[src/sv/gcse_pkg.sv]
`default_nettype none

package gcse_pkg;

	// Field and register widths
	localparam int SIZE_W    = 11;
	localparam int CELL_W    = 10;
	localparam int MASK_W    = 8;
	localparam int VTX_W     = 30;
	localparam int SCHEME_W  = 2;
	localparam int REG_IDX_W = 2;
	localparam int PLANE_W   = 2 * SIZE_W;
	localparam int OFF_W     = PLANE_W + 1;

	// Simplices per cell and the select width that spans them
	localparam int NSIMP = 6;
	localparam int SEL_W = 3;

	// Request queue between front and back
	localparam int QDEPTH = 4;
	localparam int QPTR_W = 2;
	localparam int QCNT_W = 3;

	typedef enum logic [REG_IDX_W-1:0] {
		REG_SIZE_X,
		REG_SIZE_Y,
		REG_SIZE_Z,
		REG_SPLIT_SCHEME
	} reg_index_t;

	localparam logic [SCHEME_W-1:0] SCHEME_SIX  = 2'd0;
	localparam logic [SCHEME_W-1:0] SCHEME_FIVE = 2'd1;

	typedef enum logic [1:0] {
		MODE_NONE,
		MODE_SIX,
		MODE_FIVE,
		MODE_TRI
	} mode_t;

	typedef enum logic [2:0] {
		TAB_SIX,
		TAB_FIVE_ODD,
		TAB_FIVE_EVEN,
		TAB_TRI_ODD,
		TAB_TRI_EVEN
	} tab_t;

	// Classification settings derived from the size and scheme registers
	typedef struct packed {
		mode_t             mode;
		logic [SIZE_W-1:0] lim_a;
		logic [SIZE_W-1:0] lim_b;
		logic [SIZE_W-1:0] lim_c;
	} class_cfg_t;

	// Index strides: one row step and one plane step
	typedef struct packed {
		logic [SIZE_W-1:0]  row;
		logic [PLANE_W-1:0] plane;
	} stride_t;

	// One queued cell request
	typedef struct packed {
		logic [VTX_W-1:0] base;
		tab_t             tab;
		logic [NSIMP-1:0] keep;
	} entry_t;

	typedef logic [2:0] corner_t;

	// Corner codes are dx + 2*dy + 4*dz
	localparam corner_t TET_SIX [6][4] = '{
		'{3'd2, 3'd3, 3'd7, 3'd0}, '{3'd0, 3'd1, 3'd7, 3'd3}, '{3'd0, 3'd1, 3'd7, 3'd5},
		'{3'd6, 3'd7, 3'd2, 3'd0}, '{3'd6, 3'd4, 3'd0, 3'd7}, '{3'd0, 3'd4, 3'd7, 3'd5}
	};
	localparam corner_t TET_FIVE_ODD [5][4] = '{
		'{3'd0, 3'd2, 3'd3, 3'd6}, '{3'd6, 3'd7, 3'd3, 3'd5}, '{3'd0, 3'd1, 3'd3, 3'd5},
		'{3'd0, 3'd4, 3'd5, 3'd6}, '{3'd0, 3'd5, 3'd6, 3'd3}
	};
	localparam corner_t TET_FIVE_EVEN [5][4] = '{
		'{3'd0, 3'd2, 3'd1, 3'd4}, '{3'd4, 3'd7, 3'd1, 3'd5}, '{3'd7, 3'd1, 3'd3, 3'd2},
		'{3'd2, 3'd7, 3'd6, 3'd4}, '{3'd4, 3'd1, 3'd7, 3'd2}
	};
	localparam corner_t TRI_ODD [2][3] = '{
		'{3'd2, 3'd0, 3'd1}, '{3'd2, 3'd1, 3'd3}
	};
	localparam corner_t TRI_EVEN [2][3] = '{
		'{3'd0, 3'd1, 3'd3}, '{3'd0, 3'd2, 3'd3}
	};

	function automatic logic is_tri(tab_t tab);
		return (tab == TAB_TRI_ODD) || (tab == TAB_TRI_EVEN);
	endfunction

	// Number of simplices in a pattern
	function automatic logic [SEL_W-1:0] tab_count(tab_t tab);
		logic [SEL_W-1:0] n;
		case (tab)
			TAB_SIX:                      n = 3'd6;
			TAB_FIVE_ODD, TAB_FIVE_EVEN:  n = 3'd5;
			TAB_TRI_ODD, TAB_TRI_EVEN:    n = 3'd2;
			default:                      n = 3'd0;
		endcase
		return n;
	endfunction

	// Corner code of vertex v of simplex s; zero outside the pattern
	function automatic corner_t corner_code(tab_t tab, logic [SEL_W-1:0] s, logic [1:0] v);
		corner_t c;
		c = '0;
		case (tab)
			TAB_SIX:       if (s < 3'd6) c = TET_SIX[s][v];
			TAB_FIVE_ODD:  if (s < 3'd5) c = TET_FIVE_ODD[s][v];
			TAB_FIVE_EVEN: if (s < 3'd5) c = TET_FIVE_EVEN[s][v];
			TAB_TRI_ODD:   if (s < 3'd2 && v < 2'd3) c = TRI_ODD[s[0]][v];
			TAB_TRI_EVEN:  if (s < 3'd2 && v < 2'd3) c = TRI_EVEN[s[0]][v];
			default:       c = '0;
		endcase
		return c;
	endfunction

	// Set of corners that one simplex touches
	function automatic logic [MASK_W-1:0] simplex_mask(tab_t tab, logic [SEL_W-1:0] s);
		logic [MASK_W-1:0] m;
		corner_t c;
		m = '0;
		for (int v = 0; v < 4; v++) begin
			c = corner_code(tab, s, 2'(v));
			if (v < 3 || !is_tri(tab))
				m[c] = 1'b1;
		end
		return m;
	endfunction

endpackage

`default_nettype wire

[src/sv/gcse_front.sv]
`default_nettype none

module gcse_front import gcse_pkg::*; #(
	parameter int MAX_AXIS_POINTS = 1024
) (
	input  wire logic                 clk,
	input  wire logic                 arst_n,
	input  wire logic                 start,
	output logic                      busy,
	input  wire logic [CELL_W-1:0]    cell_i,
	input  wire logic [CELL_W-1:0]    cell_j,
	input  wire logic [CELL_W-1:0]    cell_k,
	input  wire logic [MASK_W-1:0]    corner_invalid,
	input  wire logic                 cfg_we,
	input  wire logic [REG_IDX_W-1:0] cfg_index,
	input  wire logic [SIZE_W-1:0]    cfg_data,
	input  wire logic                 q_full,
	output logic                      push,
	output entry_t                    push_entry,
	output stride_t                   stride
);

	localparam logic [31:0] MAX_PTS = 32'(MAX_AXIS_POINTS);

	function automatic logic size_ok(logic [SIZE_W-1:0] s);
		return (s != '0) && ({{(32 - SIZE_W){1'b0}}, s} <= MAX_PTS);
	endfunction

	logic [SIZE_W-1:0]   size_x_q, size_y_q, size_z_q;
	logic [SCHEME_W-1:0] scheme_q;

	logic                all_ok, vol;
	logic [SIZE_W-1:0]   dima, dimb;
	class_cfg_t          cls_d, cls_q;
	stride_t             stride_d, stride_q;

	logic                stall, accept;

	logic                valid_s1;
	logic [CELL_W-1:0]   i_s1, j_s1, k_s1;
	logic [MASK_W-1:0]   bad_s1;

	logic                in_range, par3, par2;
	tab_t                tab_d;
	logic [NSIMP-1:0]    keep_d;
	logic [PLANE_W+CELL_W-1:0] pk_d;
	logic [SIZE_W+CELL_W-1:0]  pj_d;

	logic                      valid_s2;
	logic [VTX_W-1:0]          pk_s2;
	logic [SIZE_W+CELL_W-1:0]  pj_s2;
	logic [CELL_W-1:0]         i_s2;
	tab_t                      tab_s2;
	logic [NSIMP-1:0]          keep_s2;

	logic                valid_s3;
	logic [VTX_W-1:0]    base_s3;
	tab_t                tab_s3;
	logic [NSIMP-1:0]    keep_s3;

	// Write configuration registers
	always_ff @(posedge clk or negedge arst_n) begin
		if (!arst_n) begin
			size_x_q <= SIZE_W'(1);
			size_y_q <= SIZE_W'(1);
			size_z_q <= SIZE_W'(1);
			scheme_q <= SCHEME_SIX;
		end else if (cfg_we) begin
			case (reg_index_t'(cfg_index))
				REG_SIZE_X:       size_x_q <= cfg_data;
				REG_SIZE_Y:       size_y_q <= cfg_data;
				REG_SIZE_Z:       size_z_q <= cfg_data;
				REG_SPLIT_SCHEME: scheme_q <= cfg_data[SCHEME_W-1:0];
				default:          ;
			endcase
		end
	end

	// Derive mode, limits and strides from the registers
	always_comb begin
		all_ok = size_ok(size_x_q) && size_ok(size_y_q) && size_ok(size_z_q);
		vol = all_ok && (size_x_q > SIZE_W'(1)) && (size_y_q > SIZE_W'(1))
			&& (size_z_q > SIZE_W'(1));
		dima = SIZE_W'(1);
		dimb = SIZE_W'(1);
		if (size_z_q == SIZE_W'(1)) begin
			dima = size_x_q;
			dimb = size_y_q;
		end else if (size_y_q == SIZE_W'(1)) begin
			dima = size_x_q;
			dimb = size_z_q;
		end else if (size_x_q == SIZE_W'(1)) begin
			dima = size_y_q;
			dimb = size_z_q;
		end
		cls_d.mode = MODE_NONE;
		if (all_ok) begin
			if (vol) begin
				if (scheme_q == SCHEME_SIX)
					cls_d.mode = MODE_SIX;
				else if (scheme_q == SCHEME_FIVE)
					cls_d.mode = MODE_FIVE;
			end else if (dima > SIZE_W'(1) && dimb > SIZE_W'(1)) begin
				cls_d.mode = MODE_TRI;
			end
		end
		cls_d.lim_a    = vol ? size_x_q - SIZE_W'(1) : dima - SIZE_W'(1);
		cls_d.lim_b    = vol ? size_y_q - SIZE_W'(1) : dimb - SIZE_W'(1);
		cls_d.lim_c    = vol ? size_z_q - SIZE_W'(1) : '1;
		stride_d.row   = vol ? size_x_q : dima;
		stride_d.plane = vol ? PLANE_W'(size_x_q) * PLANE_W'(size_y_q) : '0;
	end

	always_ff @(posedge clk or negedge arst_n) begin
		if (!arst_n) begin
			cls_q    <= '0;
			stride_q <= '0;
		end else begin
			cls_q    <= cls_d;
			stride_q <= stride_d;
		end
	end

	assign stride = stride_q;

	// Hold the pipe when the last stage has a request and the queue is full
	assign stall  = valid_s3 && (keep_s3 != '0) && q_full;
	assign busy   = stall;
	assign accept = start && !stall;
	assign push   = valid_s3 && (keep_s3 != '0) && !q_full;
	assign push_entry = '{base: base_s3, tab: tab_s3, keep: keep_s3};

	// Classify the cell: pattern, kept simplices, index products
	always_comb begin
		in_range = (cls_q.mode != MODE_NONE)
			&& ({1'b0, i_s1} < cls_q.lim_a)
			&& ({1'b0, j_s1} < cls_q.lim_b)
			&& ({1'b0, k_s1} < cls_q.lim_c);
		par3 = i_s1[0] ^ j_s1[0] ^ k_s1[0];
		par2 = i_s1[0] ^ j_s1[0];
		case (cls_q.mode)
			MODE_SIX:  tab_d = TAB_SIX;
			MODE_FIVE: tab_d = par3 ? TAB_FIVE_ODD : TAB_FIVE_EVEN;
			MODE_TRI:  tab_d = par2 ? TAB_TRI_ODD : TAB_TRI_EVEN;
			default:   tab_d = TAB_SIX;
		endcase
		for (int s = 0; s < NSIMP; s++) begin
			keep_d[s] = in_range && (SEL_W'(s) < tab_count(tab_d))
				&& ((bad_s1 & simplex_mask(tab_d, SEL_W'(s))) == '0);
		end
		pk_d = (PLANE_W + CELL_W)'(stride_q.plane) * (PLANE_W + CELL_W)'(k_s1);
		pj_d = (SIZE_W + CELL_W)'(stride_q.row) * (SIZE_W + CELL_W)'(j_s1);
	end

	// Advance valid bits
	always_ff @(posedge clk or negedge arst_n) begin
		if (!arst_n) begin
			valid_s1 <= 1'b0;
			valid_s2 <= 1'b0;
			valid_s3 <= 1'b0;
		end else if (!stall) begin
			valid_s1 <= accept;
			valid_s2 <= valid_s1;
			valid_s3 <= valid_s2;
		end
	end

	// Advance payload
	always_ff @(posedge clk) begin
		if (!stall) begin
			i_s1    <= cell_i;
			j_s1    <= cell_j;
			k_s1    <= cell_k;
			bad_s1  <= corner_invalid;
			pk_s2   <= pk_d[VTX_W-1:0];
			pj_s2   <= pj_d;
			i_s2    <= i_s1;
			tab_s2  <= tab_d;
			keep_s2 <= keep_d & {NSIMP{valid_s1}};
			base_s3 <= pk_s2 + VTX_W'(pj_s2) + VTX_W'(i_s2);
			tab_s3  <= tab_s2;
			keep_s3 <= keep_s2;
		end
	end

endmodule

`default_nettype wire

[src/sv/gcse_queue.sv]
`default_nettype none

module gcse_queue import gcse_pkg::*; (
	input  wire logic   clk,
	input  wire logic   arst_n,
	input  wire logic   push,
	input  wire entry_t din,
	input  wire logic   pop,
	output entry_t      dout,
	output logic        full,
	output logic        empty
);

	entry_t              mem_q [QDEPTH];
	logic [QPTR_W-1:0]   wr_q, rd_q;
	logic [QCNT_W-1:0]   cnt_q;

	// Store request
	always_ff @(posedge clk) begin
		if (push)
			mem_q[wr_q] <= din;
	end

	// Move pointers and fill count
	always_ff @(posedge clk or negedge arst_n) begin
		if (!arst_n) begin
			wr_q  <= '0;
			rd_q  <= '0;
			cnt_q <= '0;
		end else begin
			if (push)
				wr_q <= wr_q + QPTR_W'(1);
			if (pop)
				rd_q <= rd_q + QPTR_W'(1);
			if (push && !pop)
				cnt_q <= cnt_q + QCNT_W'(1);
			else if (pop && !push)
				cnt_q <= cnt_q - QCNT_W'(1);
		end
	end

	assign dout  = mem_q[rd_q];
	assign full  = (cnt_q == QCNT_W'(QDEPTH));
	assign empty = (cnt_q == '0);

endmodule

`default_nettype wire

[src/sv/gcse_back.sv]
`default_nettype none

module gcse_back import gcse_pkg::*; (
	input  wire logic    clk,
	input  wire logic    arst_n,
	input  wire stride_t stride,
	input  wire logic    q_empty,
	input  wire entry_t  q_head,
	output logic         pop,
	output logic             result_strobe,
	output logic [VTX_W-1:0] vertex_a,
	output logic [VTX_W-1:0] vertex_b,
	output logic [VTX_W-1:0] vertex_c,
	output logic [VTX_W-1:0] vertex_d,
	output logic             is_triangle,
	output logic             last_of_cell
);

	logic                cur_valid_q;
	logic [VTX_W-1:0]    cur_base_q;
	tab_t                cur_tab_q;
	logic [NSIMP-1:0]    cur_keep_q;

	logic [SEL_W-1:0]    sel;
	logic [NSIMP-1:0]    rest;
	logic                last, need_load, tri_d;
	corner_t             c;
	logic [OFF_W-1:0]    off;
	logic [VTX_W-1:0]    vert_d [4];

	logic                strobe_q, tri_q, last_q;
	logic [VTX_W-1:0]    va_q, vb_q, vc_q, vd_q;

	// Pick the lowest kept simplex and build its vertex indices
	always_comb begin
		sel = '0;
		for (int s = NSIMP - 1; s >= 0; s--) begin
			if (cur_keep_q[s])
				sel = SEL_W'(s);
		end
		rest      = cur_keep_q & ~(NSIMP'(1) << sel);
		last      = (rest == '0);
		need_load = !cur_valid_q || last;
		pop       = need_load && !q_empty;
		tri_d     = is_tri(cur_tab_q);
		for (int v = 0; v < 4; v++) begin
			c   = corner_code(cur_tab_q, sel, 2'(v));
			off = (c[2] ? OFF_W'(stride.plane) : '0)
				+ (c[1] ? OFF_W'(stride.row) : '0)
				+ OFF_W'(c[0]);
			vert_d[v] = cur_base_q + VTX_W'(off);
		end
		if (tri_d)
			vert_d[3] = '0;
	end

	// Track the cell in work
	always_ff @(posedge clk or negedge arst_n) begin
		if (!arst_n) begin
			cur_valid_q <= 1'b0;
			strobe_q    <= 1'b0;
		end else begin
			if (pop)
				cur_valid_q <= 1'b1;
			else if (need_load)
				cur_valid_q <= 1'b0;
			strobe_q <= cur_valid_q;
		end
	end

	// Load the next request or drop the emitted simplex
	always_ff @(posedge clk) begin
		if (pop) begin
			cur_base_q <= q_head.base;
			cur_tab_q  <= q_head.tab;
			cur_keep_q <= q_head.keep;
		end else begin
			cur_keep_q <= rest;
		end
		if (cur_valid_q) begin
			va_q   <= vert_d[0];
			vb_q   <= vert_d[1];
			vc_q   <= vert_d[2];
			vd_q   <= vert_d[3];
			tri_q  <= tri_d;
			last_q <= last;
		end
	end

	assign result_strobe = strobe_q;
	assign vertex_a      = va_q;
	assign vertex_b      = vb_q;
	assign vertex_c      = vc_q;
	assign vertex_d      = vd_q;
	assign is_triangle   = tri_q;
	assign last_of_cell  = last_q;

endmodule

`default_nettype wire

[src/sv/grid_cell_simplex_emitter_top.sv]
// Grid cell simplex emitter: cuts one grid cell into tetrahedra or triangles.
// Request channel: a cell (cell_i, cell_j, cell_k, corner_invalid) is taken
// at a clock edge with start high and busy low. busy rises only when the
// four-entry request queue is full and a cell with output waits to enter it.
// Result channel: result_strobe marks one simplex per cycle on vertex_a..d,
// is_triangle and last_of_cell; the receiver takes every strobed cycle.
// Path: the first simplex of a cell reaches the result ports through three
// front stages, the queue, the back's cell register and its output register.
// Throughput: the back emits one simplex per cycle while it holds a cell, and
// a cell yields up to six simplices; a cell with none is taken on the request
// channel and leaves no trace.
// Configuration: cfg_we writes register cfg_index (0 size_x, 1 size_y,
// 2 size_z, 3 split_scheme) from cfg_data; write only while the block idles.
// Reset: sizes return to 1 and scheme to 0, the pipe and queue empty, and
// no cell produces output until the sizes are written.
`default_nettype none

module grid_cell_simplex_emitter_top import gcse_pkg::*; #(
	parameter int MAX_AXIS_POINTS = 1024
) (
	input  wire logic                 clk,
	input  wire logic                 arst_n,
	input  wire logic                 start,
	output logic                      busy,
	input  wire logic [CELL_W-1:0]    cell_i,
	input  wire logic [CELL_W-1:0]    cell_j,
	input  wire logic [CELL_W-1:0]    cell_k,
	input  wire logic [MASK_W-1:0]    corner_invalid,
	input  wire logic                 cfg_we,
	input  wire logic [REG_IDX_W-1:0] cfg_index,
	input  wire logic [SIZE_W-1:0]    cfg_data,
	output logic                      result_strobe,
	output logic [VTX_W-1:0]          vertex_a,
	output logic [VTX_W-1:0]          vertex_b,
	output logic [VTX_W-1:0]          vertex_c,
	output logic [VTX_W-1:0]          vertex_d,
	output logic                      is_triangle,
	output logic                      last_of_cell
);

	logic    q_full, q_empty, push, pop;
	entry_t  push_entry, q_head;
	stride_t stride;

	gcse_front #(
		.MAX_AXIS_POINTS(MAX_AXIS_POINTS)
	) u_front (
		.clk            (clk),
		.arst_n         (arst_n),
		.start          (start),
		.busy           (busy),
		.cell_i         (cell_i),
		.cell_j         (cell_j),
		.cell_k         (cell_k),
		.corner_invalid (corner_invalid),
		.cfg_we         (cfg_we),
		.cfg_index      (cfg_index),
		.cfg_data       (cfg_data),
		.q_full         (q_full),
		.push           (push),
		.push_entry     (push_entry),
		.stride         (stride)
	);

	gcse_queue u_queue (
		.clk    (clk),
		.arst_n (arst_n),
		.push   (push),
		.din    (push_entry),
		.pop    (pop),
		.dout   (q_head),
		.full   (q_full),
		.empty  (q_empty)
	);

	gcse_back u_back (
		.clk           (clk),
		.arst_n        (arst_n),
		.stride        (stride),
		.q_empty       (q_empty),
		.q_head        (q_head),
		.pop           (pop),
		.result_strobe (result_strobe),
		.vertex_a      (vertex_a),
		.vertex_b      (vertex_b),
		.vertex_c      (vertex_c),
		.vertex_d      (vertex_d),
		.is_triangle   (is_triangle),
		.last_of_cell  (last_of_cell)
	);

endmodule

`default_nettype wire

[config.mk]
export PLATFORM = sky130hd
export DESIGN_NAME = grid_cell_simplex_emitter_top
export DESIGN_NICKNAME = d
export VERILOG_FILES = /design/src/sv/gcse_pkg.sv /design/src/sv/gcse_front.sv /design/src/sv/gcse_queue.sv /design/src/sv/gcse_back.sv /design/src/sv/grid_cell_simplex_emitter_top.sv
export SDC_FILE = /design/constraint.sdc
export NUM_CORES = 2
export LEC_CHECK = 0
export ABC_AREA = 1
export BUFFER_PORTS_ARGS = -buffer_cell sky130_fd_sc_hd__buf_2
export CAP_MARGIN = 20
export CORE_ASPECT_RATIO = 0.75
export CORE_MARGIN = 2
export CORE_UTILIZATION = 58
export CTS_CLUSTER_DIAMETER = 30
export DETAILED_ROUTE_END_ITERATION = 10
export GPL_TIMING_DRIVEN = 0
export MAX_ROUTING_LAYER = met4
export PLACE_DENSITY = 0.83
export SYNTH_ARGS = -nofsm -noshare
export SYNTH_HDL_FRONTEND = slang
export SYNTH_SLANG_ARGS = --single-unit
[constraint.sdc]
create_clock -name clk -period 5.4 [get_ports clk]
set_input_delay 0.81 -clock clk [delete_from_list [all_inputs] [get_ports clk]]
set_output_delay 0.81 -clock clk [all_outputs]
set_load 0.01 [all_outputs]
# [Yosys cells after proc, flatten, opt, wreduce, memory -nomap -nowiden]
# Memories as Yosys holds them, arrays and structs flattened.
# Cells that the tools add are included.
[totals] reg_bits=423 mem_bits_rw=156 romBits=288 input_bits=55 out_inout_bits=124 word_cells=425 mem_count=4
[op_classes] addsub=23 n_mul=3 magnitude_cmp=66 n_eq_ne=18 shift=1 n_mux=147 bitwise_logic=30 reduce_logical=94
[mem_list] memory="u_queue.mem_q" depth=4 word_bits=39 rd=1 rd_ports_with_merged_regs=0 write_ports=1 line_no="gcse_queue.sv:14" text="entry_t mem_q [QDEPTH];"
[mem_list] memory="(no name shown)" depth=8 word_bits=12 rd=1 rd_ports_with_merged_regs=0 write_ports=0 line_no="gcse_pkg.sv:113" text="TAB_SIX: if (s < 3'd6) c = TET_SIX[s][v];"
[mem_list] memory="(no name shown)" depth=8 word_bits=12 rd=1 rd_ports_with_merged_regs=0 write_ports=0 line_no="gcse_pkg.sv:114" text="TAB_FIVE_ODD: if (s < 3'd5) c = TET_FIVE_ODD[s][v];"
[mem_list] memory="(no name shown)" depth=8 word_bits=12 rd=1 rd_ports_with_merged_regs=0 write_ports=0 line_no="gcse_pkg.sv:115" text="TAB_FIVE_EVEN: if (s < 3'd5) c = TET_FIVE_EVEN[s][v];"
[op_table] op="$mux W11" n=14
[op_table] op="$or A8 B8 Y8" n=17
[op_table] op="$add A30 B23 Y30" n=4
[op_table] op="$mux W22" n=5
[op_table] op="$mux W3" n=31
[op_table] op="$add A23 B1 Y23" n=4
[op_table] op="$add A23 B23 Y23" n=4
[op_table] op="$pmux W3 S3" n=9
[op_table] op="$lt A3 B4 Y1 const B" n=19
[op_table] op="$mux W12" n=6
[op_table] op="$demux W1 S3" n=22
[op_table] op="$ge A3 B1 Y1 const B" n=19
[op_table] op="$gt A11 B1 Y1 const B" n=5
[op_table] op="$sub A11 B1 Y11 const B" n=5
[op_table] op="$pmux W3 S2" n=9
[op_table] op="$logic_and A1 B1 Y1" n=53
[op_table] op="$and A8 B8 Y8" n=6
[op_table] op="$logic_not A8 Y1" n=6
[op_table] op="$mux W8" n=6
[op_table] op="$pmux W3 S5" n=3
[op_table] op="$mux W9" n=4
[op_table] op="$eq A11 B1 Y1 const B" n=3
[op_table] op="$le A11 B11 Y1 const B" n=3
[op_table] op="$lt A10 B11 Y1" n=3
[op_table] op="47 further kinds" n=122

# [Longest topological paths before layout]
[depth] ltp_word=19 ltp_mapped=39 mapped_depth_nobuf=37

# [By module]
# Synthesis repeated with hierarchy kept, for this count alone.
[hier_totals] hier_cells=5843 area_unflattened_um2=49236.0
[by_module_without_submodules] module="gcse_front" n_inst=1 cells_each=3295 area_per_inst_um2=27497.6 seq_area_each_um2=7070.5
[by_module_without_submodules] module="gcse_back" n_inst=1 cells_each=2045 area_per_inst_um2=14934.3 seq_area_each_um2=4824.6
[by_module_without_submodules] module="gcse_queue" n_inst=1 cells_each=503 area_per_inst_um2=6804.0 seq_area_each_um2=4859.7

# [Least setup slack after synthesis]
# No wires, ideal clock.
[synth_path] path_type="register to output" from="reg u_queue.cnt_q[0]" to="out busy" t_arrival_ps=4982 required_ps=4590 path_slack_ps=-392 stages_incl_launch_ff=4 path_cell_list="dfrtp_1 > nor3_1 > nand3_1 > inv_1"
[synth_between] elab_chain_len=2
[synth_rtl] element="start: declaration" line_no="gcse_queue.sv:16" text="logic [QCNT_W-1:0] cnt_q;"
[synth_rtl] element="start signal: assignment" line_no="gcse_queue.sv:36" text="cnt_q <= cnt_q + QCNT_W'(1);"
[synth_rtl] element="start signal: assignment" line_no="gcse_queue.sv:38" text="cnt_q <= cnt_q - QCNT_W'(1);"
[synth_rtl] element="$eq A3 B3 Y1" line_no="gcse_queue.sv:43" text="assign full = (cnt_q == QCNT_W'(QDEPTH));"
[synth_rtl] element="$logic_and A1 B1 Y1" line_no="gcse_front.sv:127" text="assign stall = valid_s3 && (keep_s3 != '0) && q_full;"
[synth_rtl] element="end: declaration" line_no="grid_cell_simplex_emitter_top.sv:24" text="output logic busy,"
# No other way between the ends.

==> results_dict.tcl <==
set metrics [dict create \
    post-route-util 0.689 \
    p_sw_w 0.0145 \
    synth_seq_cells 579 \
    grt_setup_unrepaired "yes" \
    r2r_start "u_back.cur_keep_q[3]$_DFF_P_" \
    grt_pass1_vias 38800 \
    synthXorXnorAreaFrac 0.0473 \
    clock_latency_ns 0.71 \
    cp-end-kind "register" \
    gp_congestion 0.995 \
    cts_buffers 93 \
    cpMaxStageDelayCell "fa_2" \
    clkPwrFrac 0.197 \
    period_share 1.02 \
    peakVddDrop_mv 0.373 \
    htree_levels 3 \
    drc_errors 0 \
    tightest_slew_ns 0.929 \
    seqPwrFrac 0.253 \
    drt-wirelength-per-cell_um 20.0 \
    ant_nets 0 \
    cp.depth 34 \
    clk_pin_slew_ns 0.06 \
    synth_nets 6313 \
    route.vias.total 40700 \
    die_h_um 253 \
    leakage_nw 27.6 \
    slowest_delay_ns 0.44 \
    crit_required_ns 5.85 \
    cts.path.max_buffers 3 \
    maxSlewViolCount 0 \
    fmax_mhz 182 \
    yosys_most_used_dff "edfxtp_1" \
    power.share.combinational 0.550 \
    drt_pre_antenna_iters 9 \
    initial_core_util 0.585 \
    fin_crit_ns 5.50 \
    die_w_um 336 \
    io_buffers 178 \
    regToRegSetupSlack_ns -0.1 \
    synth_compound_area_frac 0.0973 \
    antenna_found_initial 3 \
    p_total_w 0.0313 \
    wirelength_mm 142 \
    cts_sinks 579 \
    critPathMostFrequentCell "nand2_2" \
    yosys_warnings 0 \
    synth-adder-area-share 0.239 \
    cp_top_family "simple AND/OR/NAND/NOR gates" \
    hold_viol 0 \
    crit_fanout 4 \
    crit_type "register to register" \
    synth_top_family_by_area "adder cells" \
    switching_share 0.463 \
    fillers 6157 \
    relSlewSlack 0.381 \
    fin_nets 6681 \
    rows 91 \
    setup_viol 4 \
    netlist_top_cells_area "edfxtp_1 29%, fa_1 14%, ha_1 10%, nand2_1 9.4%, inv_1 7.2%" \
    drive_above_1_share 0.163 \
    synth.distinct_cells 64 \
    grt_max_degree 78 \
    status "complete, but fails checks" \
    yosysTopAreaCellShare 0.287 \
    power.density_nw_per_um2 554 \
    cts_tree "built" \
    cp-start-kind "register" \
    overflow 0 \
    clock_skew_ns 0.0744 \
    hp-class "input port to asynchronous set/reset pin" \
    worstPathArrival_ns 5.95 \
    cell_internal_pwr_w 0.0168 \
    yosysTopAreaCell "edfxtp_1" \
    syn_inst 5539 \
    synth-seq-area-share 0.349 \
    place_hpwl_mm 107 \
    syn2layout_area_growth_pct 17.8 \
    grt_pass1_wl_mm 216 \
    violations "setup timing" \
    die_area_um2 85100 \
    syn_avg_cell_area_um2 8.66 \
    synth.area.mux_share 0.000235 \
    reg2reg_depth 34 \
    netlist_area_um2 48000 \
    grt_use_total 0.338 \
    root_buffer "clkbuf_16" \
    maxCapViolations 0 \
    synth-simple-area-share 0.177 \
    synthArstFlopShare 0.199 \
    pin_count 179 \
    drtIter0Drc 4006 \
    fp.coreArea_um2 82100 \
    synth_edf_count 458 \
    fin_ws_ns -0.0967 \
    r2r-end "u_back.vertex_b[24]$_DFFE_PP_" \
    cp_num_buf_inv 4 \
    viasPerCell 5.73 \
]
==> cells in the mapped netlist (9+ instances only) <==
master    number
nand2_1     1206
inv_1        923
edfxtp_1     458
nor2_1       446
ha_1         388
fa_1         331
a21oi_1      315
o21ai_0      314
xor2_1       189
nand3_1      181
clkbuf_1     117
dfrtp_1      112
xnor2_1       70
nor3_1        52
nand4_1       41
o22ai_1       38
a31oi_1       25
buf_2         25
o21bai_1      25
o21a_1        23
nor2_2        21
a21o_1        19
buf_1         15
inv_2         14
a21boi_0      13
nor4_1        13
o211ai_1      13
o21ai_1       13
nor3_2        12
nor2_4        10
buf_6          9
==> kinds of logic after synthesis <==
| family | Yosys count |
|---|---|
| AO/OA/AOI/OAI | 841 |
| XOR/XNOR | 259 |
| adder cells (fa/ha/maj) | 719 |
| buffers and inverters | 1113 |
| flip-flops | 579 |
| multiplexers | 1 |
| AND/OR/NAND/NOR | 2027 |
==> sequential cells by signal, indices dropped and copies added, names as in the netlist, 11 cells and up <==
name               cells
u_back.cur_base_q     30
u_back.vertex_a       30
u_back.vertex_b       30
u_back.vertex_c       30
u_back.vertex_d       30
u_front.base_s3       30
u_front.cls_q         35
u_front.pj_s2         21
u_front.pk_s2         30
u_front.size_x_q      11
u_front.size_y_q      11
u_front.size_z_q      11
u_front.stride        33
u_queue.mem_q        156
==> how the worst max path moves through the flow <==
stage | from | to
6_report | u_back.cur_keep_q[3]$_DFF_P_ | u_back.vertex_b[24]$_DFFE_PP_
5_1_grt | u_back.cur_keep_q[3]$_DFF_P_ | u_back.vertex_b[29]$_DFFE_PP_
4_1_cts | u_back.cur_keep_q[2]$_DFF_P_ | u_back.vertex_c[28]$_DFFE_PP_
3_5_place_dp | u_back.cur_keep_q[5]$_DFF_P_ | u_back.vertex_b[25]$_DFFE_PP_
3_3_place_gp | u_back.cur_keep_q[5]$_DFF_P_ | u_back.vertex_b[25]$_DFFE_PP_
2_1_floorplan | u_back.cur_keep_q[3]$_DFF_P_ | u_back.vertex_b[25]$_DFFE_PP_
==> power groups by stage <==
stage / Clock, W / Sequential, W / Combinational, W
CTS: 0.00623 / 0.00787 / 0.0156
detailed placement: 0 / 0.00788 / 0.0151
global placement: 0 / 0.00789 / 0.0147
finish: 0.00617 / 0.00792 / 0.0172
global route: 0.00643 / 0.00799 / 0.0189
floorplan: 0 / 0.00765 / 0.0103
==> placed cells by master, fill, tap and decap left out, types with 16 or more instances in the layout <==
master / instances
a21o_1: 17
a21oi_1: 276
a21oi_2: 36
a31oi_1: 23
buf_2: 193
buf_4: 120
buf_6: 19
clkbuf_1: 56
clkbuf_16: 93
clkbuf_2: 28
clkbuf_4: 21
dfrtp_1: 90
dfrtp_2: 21
edfxtp_1: 458
fa_1: 323
ha_1: 344
ha_2: 18
ha_4: 26
inv_1: 903
inv_2: 27
inv_6: 16
nand2_1: 1148
nand2_2: 50
nand2_4: 19
nand3_1: 159
nand3_2: 21
nand4_1: 41
nor2_1: 412
nor2_2: 41
nor2_4: 24
nor3_1: 35
nor3_2: 21
o21a_1: 23
o21ai_0: 284
o21ai_1: 27
o21ai_2: 18
o21bai_1: 22
o22ai_1: 38
xnor2_1: 69
xor2_1: 184
==> per-stage QoR <==
step                      cells  TNS (ns)  instance area, µm²  setup slack, ns  hold slack [ns]
after detailed placement   6842    -69.86               50500            -1.60            0.405
after global placement     6833    -72.78               50300            -1.60            0.402
final                      7105    -0.207               56500          -0.0967           0.0780
after CTS                  7023   -0.0528               54500          -0.0287           0.0837
after floorplan            5539         0               48000           0.0772            0.400
after global routing       7105     -3.60               56500           -0.247            0.123
==> per-layer routing <==
layer  up-vias  global-route usage  wire, µm
li1      18700                   -         -
met1     19600               0.461     59000
met2      2139               0.512     64000
met3       366              0.0655     13900
met4         0               0.109      5410
met5         -                   -         0
==> timing repair <==
item | in CTS | in global routing
gates cloned | 1 | 0
pin swaps | 43 | 98
buffers inserted | 29 | 85
setup endpoints to repair | 116 | 105
hold buffers | 0 | 0
gates resized for setup | 153 | 435
==> final cells by class <==
cell class	instances	area [µm²]	area share
multi-input combinational	3847	28600	0.506
buffer	144	860	0.0152
antenna	1	2.50	0.0000443
inverter	939	3540	0.0627
sequential	579	16800	0.297
clock buffer	106	2420	0.0427
tap	1116	1400	0.0247
timing repair buffer	303	2040	0.0360
clock inverter	70	897	0.0159
(Power assumes the default switching activity.)
